$ cat config.mk
export PLATFORM = sky130hd
export DESIGN_NAME = speed_pulse_spike_filter
export DESIGN_NICKNAME = d
export VERILOG_FILES = /design/src/spsf_pkg.sv /design/src/spsf_seq.sv /design/src/spsf_dp.sv /design/src/speed_pulse_spike_filter.sv
export VERILOG_INCLUDE_DIRS = /design/src /design/src/src
export SDC_FILE = /design/constraint.sdc
export NUM_CORES = 2
export LEC_CHECK = 0
export ABC_CLOCK_PERIOD_IN_PS = 8300
export BUFFER_PORTS_ARGS = -buffer_cell sky130_fd_sc_hd__buf_2
export CAP_MARGIN = 20
export CORE_MARGIN = 8
export CORE_UTILIZATION = 50
export CTS_CLUSTER_DIAMETER = 150
export CTS_CLUSTER_SIZE = 40
export DETAILED_ROUTE_END_ITERATION = 16
export GPL_TIMING_DRIVEN = 0
export PLACE_DENSITY = 0.66
export SLEW_MARGIN = 15
export SYNTH_ARGS = -nofsm -noshare
export SYNTH_HDL_FRONTEND = slang
export SYNTH_HIERARCHICAL = 1
export SYNTH_SLANG_ARGS = --single-unit
$ cat constraint.sdc
create_clock -name clk -period 8.3 [get_ports clk]
set_clock_uncertainty 0.1 [all_clocks]
set_input_delay 0.415 -clock clk [delete_from_list [all_inputs] [get_ports clk]]
set_output_delay 0.415 -clock clk [all_outputs]
set_load 0.02 [all_outputs]
$ cat src/speed_pulse_spike_filter_macros.svh
// Assertion macros for the speed pulse spike filter.
// Each macro takes a label, a condition and a consequence, clocked on clk
// and disabled while rst is high.
`ifndef SPEED_PULSE_SPIKE_FILTER_MACROS_SVH
`define SPEED_PULSE_SPIKE_FILTER_MACROS_SVH
`ifndef SYNTH
// consequence holds in the same cycle
`define SPSF_ASSERT_IMP(name, pre, post) \
  name: assert property (@(posedge clk) disable iff (rst) (pre) |-> (post)) \
    else $error("spsf assertion failed");
// consequence holds in the next cycle
`define SPSF_ASSERT_NXT(name, pre, post) \
  name: assert property (@(posedge clk) disable iff (rst) (pre) |=> (post)) \
    else $error("spsf assertion failed");
`else
`define SPSF_ASSERT_IMP(name, pre, post)
`define SPSF_ASSERT_NXT(name, pre, post)
`endif
`endif

$ cat src/spsf_pkg.sv
`timescale 1ns / 1ps

package spsf_pkg;

  // default widths of stored time and frequency
  localparam int TIME_BITS_DEF = 32;
  localparam int FREQ_BITS_DEF = 24;

  // fixed field widths
  localparam int NOW_BITS      = 32;
  localparam int RAW_BITS      = 24;
  localparam int RATIO_BITS    = 16;
  localparam int PPK_BITS      = 20;
  localparam int SPEED_BITS    = 16;
  localparam int CFG_IDX_BITS  = 2;
  localparam int CFG_DATA_BITS = 20;

  // configuration register indexes
  localparam logic [CFG_IDX_BITS-1:0] CFG_FILTER_ENABLE = 2'd0;
  localparam logic [CFG_IDX_BITS-1:0] CFG_MAX_RATIO     = 2'd1;
  localparam logic [CFG_IDX_BITS-1:0] CFG_PULSES_PER_KM = 2'd2;

  // arithmetic constants
  localparam logic [63:0] SPIKE_LIMIT      = 64'd256000000000;
  localparam int          SPIKE_LIMIT_BITS = 38;
  localparam logic [63:0] MHZ_PER_US_INV   = 64'd1000000000;
  localparam int          DIV_Q_BITS       = 30;
  localparam int          SPD_Q_BITS       = 16;
  localparam int          SPEED_SCALE      = 360;
  localparam int          SCALE_BITS       = 9;
  localparam logic [RATIO_BITS-1:0] RATIO_MIN_Q8      = 16'd282;
  localparam logic [RATIO_BITS-1:0] RATIO_FALLBACK_Q8 = 16'd768;
  localparam logic [SPEED_BITS-1:0] SPEED_MAX         = 16'hFFFF;

  // datapath operations
  typedef logic [3:0] op_t;
  localparam op_t OP_NOP     = 4'd0;
  localparam op_t OP_ELAPSED = 4'd1;
  localparam op_t OP_MULFR   = 4'd2;
  localparam op_t OP_MAC     = 4'd3;
  localparam op_t OP_DIVINIT = 4'd4;
  localparam op_t OP_DIV     = 4'd5;
  localparam op_t OP_QFREQ   = 4'd6;
  localparam op_t OP_RAWFREQ = 4'd7;
  localparam op_t OP_COMMIT  = 4'd8;
  localparam op_t OP_SPDINIT = 4'd9;
  localparam op_t OP_SPDQ    = 4'd10;
  localparam op_t OP_HOLD    = 4'd11;
  localparam op_t OP_EMIT    = 4'd12;

  // loop counter loads
  typedef logic [1:0] cnt_sel_t;
  localparam cnt_sel_t CNT_KEEP = 2'd0;
  localparam cnt_sel_t CNT_TIME = 2'd1;
  localparam cnt_sel_t CNT_DIVQ = 2'd2;
  localparam cnt_sel_t CNT_SPDQ = 2'd3;

  // branch conditions
  typedef logic [2:0] cond_t;
  localparam cond_t BR_NEXT  = 3'd0;
  localparam cond_t BR_JUMP  = 3'd1;
  localparam cond_t BR_CNT   = 3'd2;
  localparam cond_t BR_RAW   = 3'd3;
  localparam cond_t BR_SPIKE = 3'd4;
  localparam cond_t BR_PPK0  = 3'd5;
  localparam cond_t BR_SAT   = 3'd6;
  localparam cond_t BR_DONE  = 3'd7;

  // program addresses
  localparam int UA_BITS = 4;
  typedef logic [UA_BITS-1:0] uaddr_t;
  localparam uaddr_t UA_ELAPSED = 4'd0;
  localparam uaddr_t UA_MULFR   = 4'd1;
  localparam uaddr_t UA_MAC     = 4'd2;
  localparam uaddr_t UA_DIVINIT = 4'd3;
  localparam uaddr_t UA_DIV     = 4'd4;
  localparam uaddr_t UA_QFREQ   = 4'd5;
  localparam uaddr_t UA_RAWFREQ = 4'd6;
  localparam uaddr_t UA_COMMIT  = 4'd7;
  localparam uaddr_t UA_SPDINIT = 4'd8;
  localparam uaddr_t UA_SPDDIV  = 4'd9;
  localparam uaddr_t UA_SPDQ    = 4'd10;
  localparam uaddr_t UA_HOLD    = 4'd11;
  localparam uaddr_t UA_EMIT    = 4'd12;

  typedef struct packed {
    op_t      op;
    cnt_sel_t cnt_sel;
    cond_t    cond;
    uaddr_t   target;
  } ucw_t;

  // sequencer to datapath
  typedef struct packed {
    op_t op;
  } ctrl_t;

  // datapath to sequencer
  typedef struct packed {
    logic raw_path;
    logic spike;
    logic ppk_zero;
    logic spd_sat;
    logic out_free;
  } status_t;

  // control program
  function automatic ucw_t ucode(input uaddr_t addr);
    ucw_t cw;
    unique case (addr)
      UA_ELAPSED: cw = '{OP_ELAPSED, CNT_KEEP, BR_RAW,   UA_RAWFREQ};
      UA_MULFR:   cw = '{OP_MULFR,   CNT_TIME, BR_NEXT,  UA_MAC};
      UA_MAC:     cw = '{OP_MAC,     CNT_KEEP, BR_CNT,   UA_MAC};
      UA_DIVINIT: cw = '{OP_DIVINIT, CNT_DIVQ, BR_SPIKE, UA_EMIT};
      UA_DIV:     cw = '{OP_DIV,     CNT_KEEP, BR_CNT,   UA_DIV};
      UA_QFREQ:   cw = '{OP_QFREQ,   CNT_KEEP, BR_JUMP,  UA_COMMIT};
      UA_RAWFREQ: cw = '{OP_RAWFREQ, CNT_KEEP, BR_NEXT,  UA_COMMIT};
      UA_COMMIT:  cw = '{OP_COMMIT,  CNT_KEEP, BR_PPK0,  UA_EMIT};
      UA_SPDINIT: cw = '{OP_SPDINIT, CNT_SPDQ, BR_SAT,   UA_HOLD};
      UA_SPDDIV:  cw = '{OP_DIV,     CNT_KEEP, BR_CNT,   UA_SPDDIV};
      UA_SPDQ:    cw = '{OP_SPDQ,    CNT_KEEP, BR_NEXT,  UA_HOLD};
      UA_HOLD:    cw = '{OP_HOLD,    CNT_KEEP, BR_NEXT,  UA_EMIT};
      UA_EMIT:    cw = '{OP_EMIT,    CNT_KEEP, BR_DONE,  UA_EMIT};
      default:    cw = '{OP_NOP,     CNT_KEEP, BR_JUMP,  UA_EMIT};
    endcase
    return cw;
  endfunction

endpackage

$ cat src/spsf_seq.sv
`timescale 1ns / 1ps

module spsf_seq #(
  parameter int TIME_BITS = spsf_pkg::TIME_BITS_DEF
) (
  input  logic               clk,
  input  logic               rst,
  input  logic               in_valid,
  input  spsf_pkg::status_t  status,
  output spsf_pkg::ctrl_t    ctrl,
  output logic               busy
);

  `include "speed_pulse_spike_filter_macros.svh"

  localparam int SW = (TIME_BITS > spsf_pkg::DIV_Q_BITS) ? TIME_BITS : spsf_pkg::DIV_Q_BITS;
  localparam int CW = $clog2(SW);

  spsf_pkg::uaddr_t pc, pc_next;
  logic [CW-1:0]    cnt, cnt_next;
  logic             busy_next;
  spsf_pkg::ucw_t   cw;

  // control word fetch
  always_comb cw = spsf_pkg::ucode(pc);

  assign ctrl.op = busy ? cw.op : spsf_pkg::OP_NOP;

  // next step and loop count
  always_comb begin
    pc_next   = pc + 1'b1;
    cnt_next  = cnt;
    busy_next = busy;
    unique case (cw.cnt_sel)
      spsf_pkg::CNT_TIME: cnt_next = CW'(TIME_BITS - 1);
      spsf_pkg::CNT_DIVQ: cnt_next = CW'(spsf_pkg::DIV_Q_BITS - 1);
      spsf_pkg::CNT_SPDQ: cnt_next = CW'(spsf_pkg::SPD_Q_BITS - 1);
      default: begin
        if (cw.cond == spsf_pkg::BR_CNT && cnt != '0) cnt_next = cnt - 1'b1;
      end
    endcase
    unique case (cw.cond)
      spsf_pkg::BR_JUMP:  pc_next = cw.target;
      spsf_pkg::BR_CNT:   if (cnt != '0) pc_next = cw.target;
      spsf_pkg::BR_RAW:   if (status.raw_path) pc_next = cw.target;
      spsf_pkg::BR_SPIKE: if (status.spike) pc_next = cw.target;
      spsf_pkg::BR_PPK0:  if (status.ppk_zero) pc_next = cw.target;
      spsf_pkg::BR_SAT:   if (status.spd_sat) pc_next = cw.target;
      spsf_pkg::BR_DONE: begin
        if (status.out_free) busy_next = 1'b0;
        else pc_next = pc;
      end
      default: ;
    endcase
  end

  // step counter, loop counter, busy flag
  always_ff @(posedge clk) begin
    if (rst) begin
      busy <= 1'b0;
      pc   <= spsf_pkg::UA_ELAPSED;
      cnt  <= '0;
    end else if (!busy) begin
      if (in_valid) begin
        busy <= 1'b1;
        pc   <= spsf_pkg::UA_ELAPSED;
      end
    end else begin
      busy <= busy_next;
      pc   <= pc_next;
      cnt  <= cnt_next;
    end
  end

  `SPSF_ASSERT_NXT(a_start_at_top, !busy && in_valid, busy && pc == spsf_pkg::UA_ELAPSED)
  `SPSF_ASSERT_NXT(a_done_frees, busy && cw.cond == spsf_pkg::BR_DONE && status.out_free, !busy)
  `SPSF_ASSERT_NXT(a_loop_exit, busy && cw.cond == spsf_pkg::BR_CNT && cnt == '0, pc == $past(pc) + 4'd1)

endmodule

$ cat src/spsf_dp.sv
`timescale 1ns / 1ps

module spsf_dp #(
  parameter int TIME_BITS = spsf_pkg::TIME_BITS_DEF,
  parameter int FREQ_BITS = spsf_pkg::FREQ_BITS_DEF
) (
  input  logic                              clk,
  input  logic                              rst,
  input  spsf_pkg::ctrl_t                   ctrl,
  output spsf_pkg::status_t                 status,
  input  logic [spsf_pkg::NOW_BITS-1:0]     item_now,
  input  logic [spsf_pkg::RAW_BITS-1:0]     item_raw,
  input  logic                              filter_enable,
  input  logic [spsf_pkg::RATIO_BITS-1:0]   max_ratio_q8,
  input  logic [spsf_pkg::PPK_BITS-1:0]     pulses_per_km,
  input  logic                              out_stall,
  output logic                              out_valid,
  output logic [spsf_pkg::SPEED_BITS-1:0]   speed_centikph,
  output logic                              spike_rejected
);

  `include "speed_pulse_spike_filter_macros.svh"

  localparam int MW  = FREQ_BITS + spsf_pkg::RATIO_BITS;
  localparam int SW  = (TIME_BITS > spsf_pkg::DIV_Q_BITS) ? TIME_BITS : spsf_pkg::DIV_Q_BITS;
  localparam int DVW = (TIME_BITS > spsf_pkg::PPK_BITS) ? TIME_BITS : spsf_pkg::PPK_BITS;
  localparam int AW0 = (TIME_BITS > MW) ? TIME_BITS + 1 : MW + 1;
  localparam int AW  = (AW0 > spsf_pkg::SPIKE_LIMIT_BITS + 2) ? AW0
                                                               : spsf_pkg::SPIKE_LIMIT_BITS + 2;
  localparam int NW  = FREQ_BITS + spsf_pkg::SCALE_BITS;
  localparam int QW  = spsf_pkg::SPD_Q_BITS;

  localparam logic [31:0]    FMAX32   = 32'((64'd1 << FREQ_BITS) - 64'd1);
  localparam logic [AW-1:0]  LIMIT    = AW'(spsf_pkg::SPIKE_LIMIT);
  localparam logic [SW-1:0]  DIVIDEND = SW'(spsf_pkg::MHZ_PER_US_INV) << (SW - spsf_pkg::DIV_Q_BITS);

  // stored state
  logic [TIME_BITS-1:0]            last_time;
  logic [FREQ_BITS-1:0]            last_freq;
  logic [spsf_pkg::SPEED_BITS-1:0] held;

  // working registers
  logic [TIME_BITS-1:0]            elapsed;
  logic [MW-1:0]                   fr_prod;
  logic [AW-1:0]                   acc;
  logic [SW-1:0]                   sh;
  logic [DVW-1:0]                  dvs;
  logic [FREQ_BITS-1:0]            freq;
  logic [NW-1:0]                   num;
  logic [spsf_pkg::SPEED_BITS-1:0] spd;
  logic                            spk;

  logic [spsf_pkg::RATIO_BITS-1:0] ratio;
  logic [AW-1:0]                   mac_sum;
  logic [AW-1:0]                   rem;
  logic [AW-1:0]                   rem_sub;
  logic                            rem_ge;
  logic [31:0]                     q32;
  logic [31:0]                     qsat;
  logic [31:0]                     raw32;
  logic [31:0]                     rawsat;
  logic                            out_free;

  // small ratios fall back to 3.0
  assign ratio = (max_ratio_q8 < spsf_pkg::RATIO_MIN_Q8) ? spsf_pkg::RATIO_FALLBACK_Q8
                                                          : max_ratio_q8;

  // shift-add step of elapsed * (freq * ratio), MSB of elapsed first
  assign mac_sum = {acc[AW-2:0], 1'b0} + (sh[SW-1] ? AW'(fr_prod) : '0);

  // restoring divide step
  assign rem     = {acc[AW-2:0], sh[SW-1]};
  assign rem_ge  = rem >= AW'(dvs);
  assign rem_sub = rem - AW'(dvs);

  // frequency saturation
  assign q32    = 32'(sh[spsf_pkg::DIV_Q_BITS-1:0]);
  assign qsat   = (q32 > FMAX32) ? FMAX32 : q32;
  assign raw32  = 32'(item_raw);
  assign rawsat = (raw32 > FMAX32) ? FMAX32 : raw32;

  assign out_free = !out_valid || !out_stall;

  // flags for the sequencer
  assign status.raw_path = !(filter_enable && last_time != '0);
  assign status.spike    = acc < LIMIT;
  assign status.ppk_zero = pulses_per_km == '0;
  assign status.spd_sat  = 64'(num[NW-1:QW]) >= 64'(pulses_per_km);
  assign status.out_free = out_free;

  // state and output valid
  always_ff @(posedge clk) begin
    if (rst) begin
      last_time <= '0;
      last_freq <= '0;
      held      <= '0;
      out_valid <= 1'b0;
    end else begin
      unique case (ctrl.op)
        spsf_pkg::OP_COMMIT: begin
          last_time <= TIME_BITS'(item_now);
          last_freq <= freq;
        end
        spsf_pkg::OP_HOLD: held <= spd;
        default: ;
      endcase
      // result valid: set on emit, cleared once taken
      if (ctrl.op == spsf_pkg::OP_EMIT && out_free) out_valid <= 1'b1;
      else if (out_valid && !out_stall) out_valid <= 1'b0;
    end
  end

  // working registers and output payload
  always_ff @(posedge clk) begin
    unique case (ctrl.op)
      spsf_pkg::OP_ELAPSED: elapsed <= TIME_BITS'(item_now) - last_time;
      spsf_pkg::OP_MULFR: begin
        fr_prod <= MW'(last_freq) * MW'(ratio);
        acc     <= '0;
        sh      <= SW'(elapsed) << (SW - TIME_BITS);
      end
      spsf_pkg::OP_MAC: begin
        // once past the limit the sum only grows, so it is held
        if (acc < LIMIT) acc <= mac_sum;
        sh <= sh << 1;
      end
      spsf_pkg::OP_DIVINIT: begin
        spd <= held;
        spk <= 1'b1;
        acc <= '0;
        sh  <= DIVIDEND;
        dvs <= DVW'(elapsed);
      end
      spsf_pkg::OP_DIV: begin
        acc <= rem_ge ? rem_sub : rem;
        sh  <= {sh[SW-2:0], rem_ge};
      end
      spsf_pkg::OP_QFREQ:   freq <= qsat[FREQ_BITS-1:0];
      spsf_pkg::OP_RAWFREQ: freq <= rawsat[FREQ_BITS-1:0];
      spsf_pkg::OP_COMMIT: begin
        num <= NW'(freq) * NW'(spsf_pkg::SPEED_SCALE);
        spd <= '0;
        spk <= 1'b0;
      end
      spsf_pkg::OP_SPDINIT: begin
        // saturated speed unless the divide runs
        spd <= spsf_pkg::SPEED_MAX;
        acc <= AW'(num[NW-1:QW]);
        sh  <= {num[QW-1:0], {(SW-QW){1'b0}}};
        dvs <= DVW'(pulses_per_km);
      end
      spsf_pkg::OP_SPDQ: spd <= sh[QW-1:0];
      spsf_pkg::OP_EMIT: begin
        if (out_free) begin
          speed_centikph <= spd;
          spike_rejected <= spk;
        end
      end
      default: ;
    endcase
  end

  `SPSF_ASSERT_IMP(a_out_from_emit, $rose(out_valid), $past(ctrl.op) == spsf_pkg::OP_EMIT)
  `SPSF_ASSERT_NXT(a_emit_loads, ctrl.op == spsf_pkg::OP_EMIT && out_free, out_valid)
  `SPSF_ASSERT_IMP(a_held_on_hold, !$past(rst) && $past(ctrl.op) != spsf_pkg::OP_HOLD, $stable(held))

endmodule

$ cat src/speed_pulse_spike_filter.sv
// Each request runs the control program: elapsed time, then on the filtered path a
// bit-serial multiply and spike check and a 30-step restoring divide for frequency
// (the raw path takes the raw frequency); then, unless a spike was rejected or
// pulses_per_km is zero or speed saturates, a 16-step restoring divide for speed.
// One request at a time; a stalled result holds off the next request.
// Synchronous rst restores config defaults and clears all stored state at once.
`timescale 1ns / 1ps

module speed_pulse_spike_filter #(
  parameter int TIME_BITS = spsf_pkg::TIME_BITS_DEF,
  parameter int FREQ_BITS = spsf_pkg::FREQ_BITS_DEF
) (
  input  logic                                 clk,
  input  logic                                 rst,
  input  logic                                 in_valid,
  output logic                                 in_stall,
  input  logic [spsf_pkg::NOW_BITS-1:0]        now_us,
  input  logic [spsf_pkg::RAW_BITS-1:0]        raw_freq_mhz,
  output logic                                 out_valid,
  input  logic                                 out_stall,
  output logic [spsf_pkg::SPEED_BITS-1:0]      speed_centikph,
  output logic                                 spike_rejected,
  input  logic                                 cfg_valid,
  output logic                                 cfg_ready,
  input  logic [spsf_pkg::CFG_IDX_BITS-1:0]    cfg_index,
  input  logic [spsf_pkg::CFG_DATA_BITS-1:0]   cfg_data
);

  logic                              filter_enable;
  logic [spsf_pkg::RATIO_BITS-1:0]   max_ratio_q8;
  logic [spsf_pkg::PPK_BITS-1:0]     pulses_per_km;
  logic [spsf_pkg::NOW_BITS-1:0]     now_hold;
  logic [spsf_pkg::RAW_BITS-1:0]     raw_hold;
  logic                              busy;
  spsf_pkg::ctrl_t                   ctrl;
  spsf_pkg::status_t                 status;

  // nothing is taken while in reset
  assign cfg_ready = !rst;
  assign in_stall  = busy || rst;

  // configuration registers
  always_ff @(posedge clk) begin
    if (rst) begin
      filter_enable <= 1'b1;
      max_ratio_q8  <= spsf_pkg::RATIO_FALLBACK_Q8;
      pulses_per_km <= '0;
    end else if (cfg_valid && cfg_ready) begin
      case (cfg_index)
        spsf_pkg::CFG_FILTER_ENABLE: filter_enable <= cfg_data[0];
        spsf_pkg::CFG_MAX_RATIO:     max_ratio_q8  <= cfg_data[spsf_pkg::RATIO_BITS-1:0];
        spsf_pkg::CFG_PULSES_PER_KM: pulses_per_km <= cfg_data[spsf_pkg::PPK_BITS-1:0];
        default: ;
      endcase
    end
  end

  // request capture
  always_ff @(posedge clk) begin
    if (in_valid && !in_stall) begin
      now_hold <= now_us;
      raw_hold <= raw_freq_mhz;
    end
  end

  spsf_seq #(
    .TIME_BITS(TIME_BITS)
  ) u_seq (
    .clk      (clk),
    .rst      (rst),
    .in_valid (in_valid),
    .status   (status),
    .ctrl     (ctrl),
    .busy     (busy)
  );

  spsf_dp #(
    .TIME_BITS(TIME_BITS),
    .FREQ_BITS(FREQ_BITS)
  ) u_dp (
    .clk            (clk),
    .rst            (rst),
    .ctrl           (ctrl),
    .status         (status),
    .item_now       (now_hold),
    .item_raw       (raw_hold),
    .filter_enable  (filter_enable),
    .max_ratio_q8   (max_ratio_q8),
    .pulses_per_km  (pulses_per_km),
    .out_stall      (out_stall),
    .out_valid      (out_valid),
    .speed_centikph (speed_centikph),
    .spike_rejected (spike_rejected)
  );

endmodule
* Yosys cells after proc, flatten, opt, wreduce, memory -nomap -nowiden *
Memories as Yosys holds them, arrays and structs flattened. A register that Yosys moved wholly into a read port is not among the register bits.
Index checks and enable logic that the tools add are counted.

storage, ports and cells
  memories = 1
  latch bits = 0
  RAM bits = 0
  output and inout bits = 20
  bits in read-only memories = 208
  register bits after elaboration = 441

cells by class
  $mul = 2
  reductions and logical operators = 33
  div/mod/pow operators = 0
  bitwise gates (word level) = 0
  add/subtract/negate cells = 5
  shifts and indexed selects = 0
  equality and inequality tests = 26
  muxes and demuxes = 32
  order comparisons = 6

memories
  memory           words  width  read ports  clocked after memory_dff  wr ports  RTL line         text
  (no name shown)  16     13     1           1                         0         spsf_pkg.sv:110  unique case (addr)

operators with widths
  operator               number
  $pmux 41 s4            1
  $pmux 32 s5            1
  $mux 41                2
  $pmux 16 s4            1
  $pmux 32 s2            1
  $mux 24                2
  $pmux 24 s2            1
  $mux 4                 11
  $add 41x41->41         1
  $ge 41x32->1           1
  $lt 41x38->1 const B   1
  $sub 41x32->41         1
  $mul 24x16->40         1
  $mux 40                1
  $reduce_bool 32->1     1
  $sub 32x32->32         1
  $gt 30x24->1 const B   1
  $mul 24x6->30 const B  1
  $pmux 4 s7             1
  $gt 24x24->1 const B   1
  $eq 4x4->1 const B     5
  $ge 17x20->1           1
  $logic_not 20->1       1
  $eq 4x3->1 const B     4
  other kinds (26)       61

* Depth between registers and ports, before layout *
  word-level depth = 7
  gate-level depth with buffers = 30
  mapped depth without buffers = 28

* Modules after synthesis *
Netlist, hierarchy kept.

by module, submodules not included
  module                    area an instance (sq um)  instances  cells an instance
  spsf_dp                   34115.2                   1          3679
  speed_pulse_spike_filter  3280.6                    1          210
  spsf_seq                  1649.1                    1          191

* Worst setup path after synthesis *
OpenSTA, ideal clock, no wires.

  path kind = flip-flop to flip-flop
  start = register max_ratio_q8[12] in the netlist's numbering
  end = register u_dp.fr_prod[39] (data pin)
  slack = 818 ps
  cell stages (with the launch flop) = 29
  data arrival time = 7125 ps
  required time = 7942 ps
  period minus slack after synthesis = 7482 ps
  path through = dfxtp_1 -> nor4_1 -> nand2_1 -> a21oi_1 -> or2_2 -> clkbuf_1 -> clkbuf_1 -> nand2_1 -> fa_1 -> inv_1 -> fa_1 -> fa_1 -> fa_1 -> fa_1 -> inv_1 -> fa_1 -> inv_1 -> ha_1 -> clkbuf_1 -> a211oi_1 -> nor2_1 -> o221a_2 -> o211ai_1 -> a21oi_1 -> o31ai_1 -> a21oi_1 -> nor4_1 -> o311a_1 -> xnor2_1

on the way
  longest elaborated chain between the ends = 3

RTL lines
  what                      RTL line                        text
  start: declaration        speed_pulse_spike_filter.sv:30  logic [spsf_pkg::RATIO_BITS-1:0] max_ratio_q8;
  start signal: assignment  speed_pulse_spike_filter.sv:46  max_ratio_q8 <= spsf_pkg::RATIO_FALLBACK_Q8;
  start signal: assignment  speed_pulse_spike_filter.sv:51  spsf_pkg::CFG_MAX_RATIO: max_ratio_q8 <= cfg_data[spsf_pkg::RATIO_BITS-1:0];
  $lt 16x9->1               spsf_dp.sv:65                   assign ratio = (max_ratio_q8 < spsf_pkg::RATIO_MIN_Q8) ? spsf_pkg::RATIO_FALLBACK_Q8
  $mux 16 (*)               spsf_dp.sv:65
  $mul 24x16->40 (*)        spsf_dp.sv:118                  fr_prod <= MW'(last_freq) * MW'(ratio);
  end signal: assignment    spsf_dp.sv:118
  end: declaration          spsf_dp.sv:44                   logic [MW-1:0] fr_prod;

Every way passes the cells marked *; elsewhere a longest branch is shown, timed or not.
A chain may end at the register's enable or synchronous reset.

* Final worst setup path *
  start = register max_ratio_q8[7] in the netlist's numbering
  end = register u_dp.fr_prod[39] (data pin)

The elaborated chain is that of the path after synthesis.

==> flow_summary.yaml <==
outcome:
  status: "completed"
power:
  pwr-share-comb: 0.278
  switchingPower_uw: 1710
  peakVddDrop_v: 0.000132
  p_per_area_nw_per_um2: 125
  clock_power_share: 0.200
  pwr-share-seq: 0.522
  leakagePower_uw: 0.0183
  netSwitchingFraction: 0.324
  p_int_uw: 3570
critical_path:
  cp-end-kind: "flip-flop"
  critPathMaxStageDelay_ns: 0.62
  cp.required_ns: 8.56
  cp-start-kind: "flip-flop"
  critPathKind: "flip-flop to flip-flop"
  arrival_ns: 8.45
  path_buf_inv: 6
  cp_slowest_cell: "fa_1"
  path_max_fanout: 10
  cp_top_family: "adder cells"
  cp_common_cell: "fa_1"
global_route:
  grt_pass1_vias: 29900
  track_usage: 0.254
  grt_max_degree: 42
  grt_pass1_wl_um: 173000
  grt_antenna_before_repair: 2
  gr-total-overflow: 0
yosys:
  ys.warnings.count: 6
  synth_fp_nets: 4814
  synth_top_area_share: 0.247
  synth.distinct_cells: 107
  yosys-top-cells-count: "nand2_1, inv_1, fa_1"
  yosysTopAreaCell: "edfxtp_1"
  synth_edf_count: 321
  ys_async_sr_fraction: 0
  syn_area_um2: 39000
  syn_area_per_cell_um2: 9.57
  syn_inst: 4080
  yosys.cell_count.top_type: "nand2_1"
  ys_seq_area_frac: 0.315
  synth_seq_cells: 454
  ys_top_cells_by_area: "edfxtp_1, fa_1, ha_1, dfxtp_1, nand2_1"
  synth_flop_cell: "edfxtp_1"
clocking:
  clk_latency_ns: 0.57
  cts_tree: "done"
  path_clk_slew_ns: 0.16
  clock_sinks: 454
  cts-buffers-inserted: 15
  clock-root-buffer: "clkbuf_16"
  cts.path.max_buffers: 3
  cts.htree.levels: 1
cells_and_area:
  fin_nets: 5010
  syn_to_final_growth_pct: 8.48
  drive_above_1_share: 0.0639
  fillers: 7124
  instances_no_fill: 5326
routing:
  dr.pass1.iters: 13
  routed_wl_um: 113000
  wire_per_inst_um: 21.2
  postRouteAntennaNets: 0
  viasPerCell: 5.68
  drtIter0Drc: 2955
  vias: 30300
  drc: 0
placed_design:
  pre_cts_slack_ns: -1.02
  dp_cells: 5241
  gp_congestion: 0.953
  dpl.hpwl_um: 91800
  io_buffers: 102
sta:
  worst_pin_slew_ns: 1.14
  worst_slack_ns: 0.115
  holdWs_ns: 0.0151
  hold_violations: 0
  period_needed_ns: 8.19
  period_share: 0.986
  finalMaxSlewViolations: 0
  rsz0062_at_grt: "yes"
  max_freq_mhz: 122
  slew-limit-headroom: 0.232
  setup_viol: 0
floorplanning:
  core_area_um2: 77300
  fp.dieW_um: 295
  fp.dieH_um: 295
  io_pins: 103
  die_area_um2: 87300
  initial_core_util: 0.505
  num_rows: 102
flow_run:
  maxCapViolations: 0
worst_hold_path:
  min_path_type: "primary input to flip-flop"
[metrics by stage]
stage | TNS [ns] | utilization | area (um^2) | total power [uW]
after floorplan | 0 | - | 39000 | 3770
after global placement | -112.56 | 0.528 | 40900 | 4180
final | 0 | 0.548 | 42400 | 5280
after CTS | 0 | 0.546 | 42300 | 5280
after detailed placement | -9.52 | 0.532 | 41200 | 4220
after global routing | -0.287 | 0.548 | 42400 | 5520
[final timing paths]
kind | to | cells past startpoint | from | slack (ns)
worst max-delay path | u_dp/fr_prod[39] | 28 | max_ratio_q8[7] | 0.11
worst min-delay path | pulses_per_km[18] | 3 | cfg_data[18] | 0.02
worst max register to register | u_dp/fr_prod[39] | 28 | max_ratio_q8[7] | 0.11
worst min register to register | u_dp/spike_rejected | 0 | u_dp/spk | 0.34
[worst min-delay path, stage by stage]
cell and delay, ns:
buf_2 0.12, nand2b_1 0.07, mux2i_1 0.06
[layout by cell type, fill, tap and decap left out, types with 13 or more instances in the layout]
master	count
a211oi_1	19
a21oi_1	281
nor4_1	16
o21bai_1	21
buf_2	120
inv_1	537
o211ai_1	16
o22ai_1	26
nand2b_1	84
a21o_1	93
clkbuf_2	15
xor2_1	42
fa_1	351
and3_1	16
nand3_1	49
nor2b_1	32
dfxtp_1	127
nor3_1	32
clkbuf_16	15
o31ai_1	13
xnor2_1	108
a22oi_1	19
a22o_1	17
o21ai_0	111
nor2_1	187
mux2i_1	58
ha_1	296
a31oi_1	15
nand4_1	18
or3_1	14
edfxtp_1	321
clkbuf_1	131
and2_1	211
o21a_1	26
dlygate4sd3_1	56
nand2_1	543
buf_4	16
[sequential cells by signal, summed over array words and instances (netlist names), 30 cells and up]
register and cells:
now_hold 32, u_dp/acc 41, u_dp/dvs 32, u_dp/elapsed 32, u_dp/fr_prod 40, u_dp/last_time 32
u_dp/num 30, u_dp/sh 32
[cells by family after synthesis]
group                    synth area share
AO/OA/AOI/OAI                       0.130
XOR/XNOR                           0.0341
adder cells (fa/ha/maj)             0.276
buffers and inverters              0.0691
flip-flops                          0.315
multiplexers                       0.0155
AND/OR/NAND/NOR                     0.160
[cell type report]
class / instances / area, um^2 / share of cell area
clock buffer: 24 / 409 / 0.00966
timing repair buffer: 182 / 1350 / 0.0318
tap: 1040 / 1300 / 0.0307
multi-input combinational: 2924 / 24200 / 0.572
clock inverter: 2 / 38.8 / 0.000916
antenna: 1 / 2.50 / 0.0000591
sequential: 454 / 12300 / 0.291
buffer: 161 / 692 / 0.0163
inverter: 538 / 2020 / 0.0477
[timing repair]
item | in CTS | in global routing
endpoints found under the setup margin | 18 | 12
endpoints found under the hold margin | 56 | 0
pin swaps | 2 | 7
gates resized for setup | 28 | 41
cloned | 1 | 0
buffers inserted | 1 | 3
hold buffers | 56 | 0
[per-layer routing]
layer  wire, um  up-vias  GRT usage  share of wire
li1           -    14100          -              -
met1      50800    15000      0.373           0.45
met2      50000     1112      0.399           0.44
met5          0        -          0              0
met3       9350      122     0.0397          0.083
met4       2540        0     0.0507          0.023
[power by group through the flow]
stage | Clock (uW) | Combinational (uW) | Sequential, uW
after detailed placement | 0 | 1420 | 2800
after floorplan | 0 | 1030 | 2740
after global routing | 1140 | 1620 | 2770
final | 1060 | 1470 | 2760
after CTS | 1080 | 1450 | 2750
after global placement | 0 | 1360 | 2820
Power figures use the tool's default switching activity.
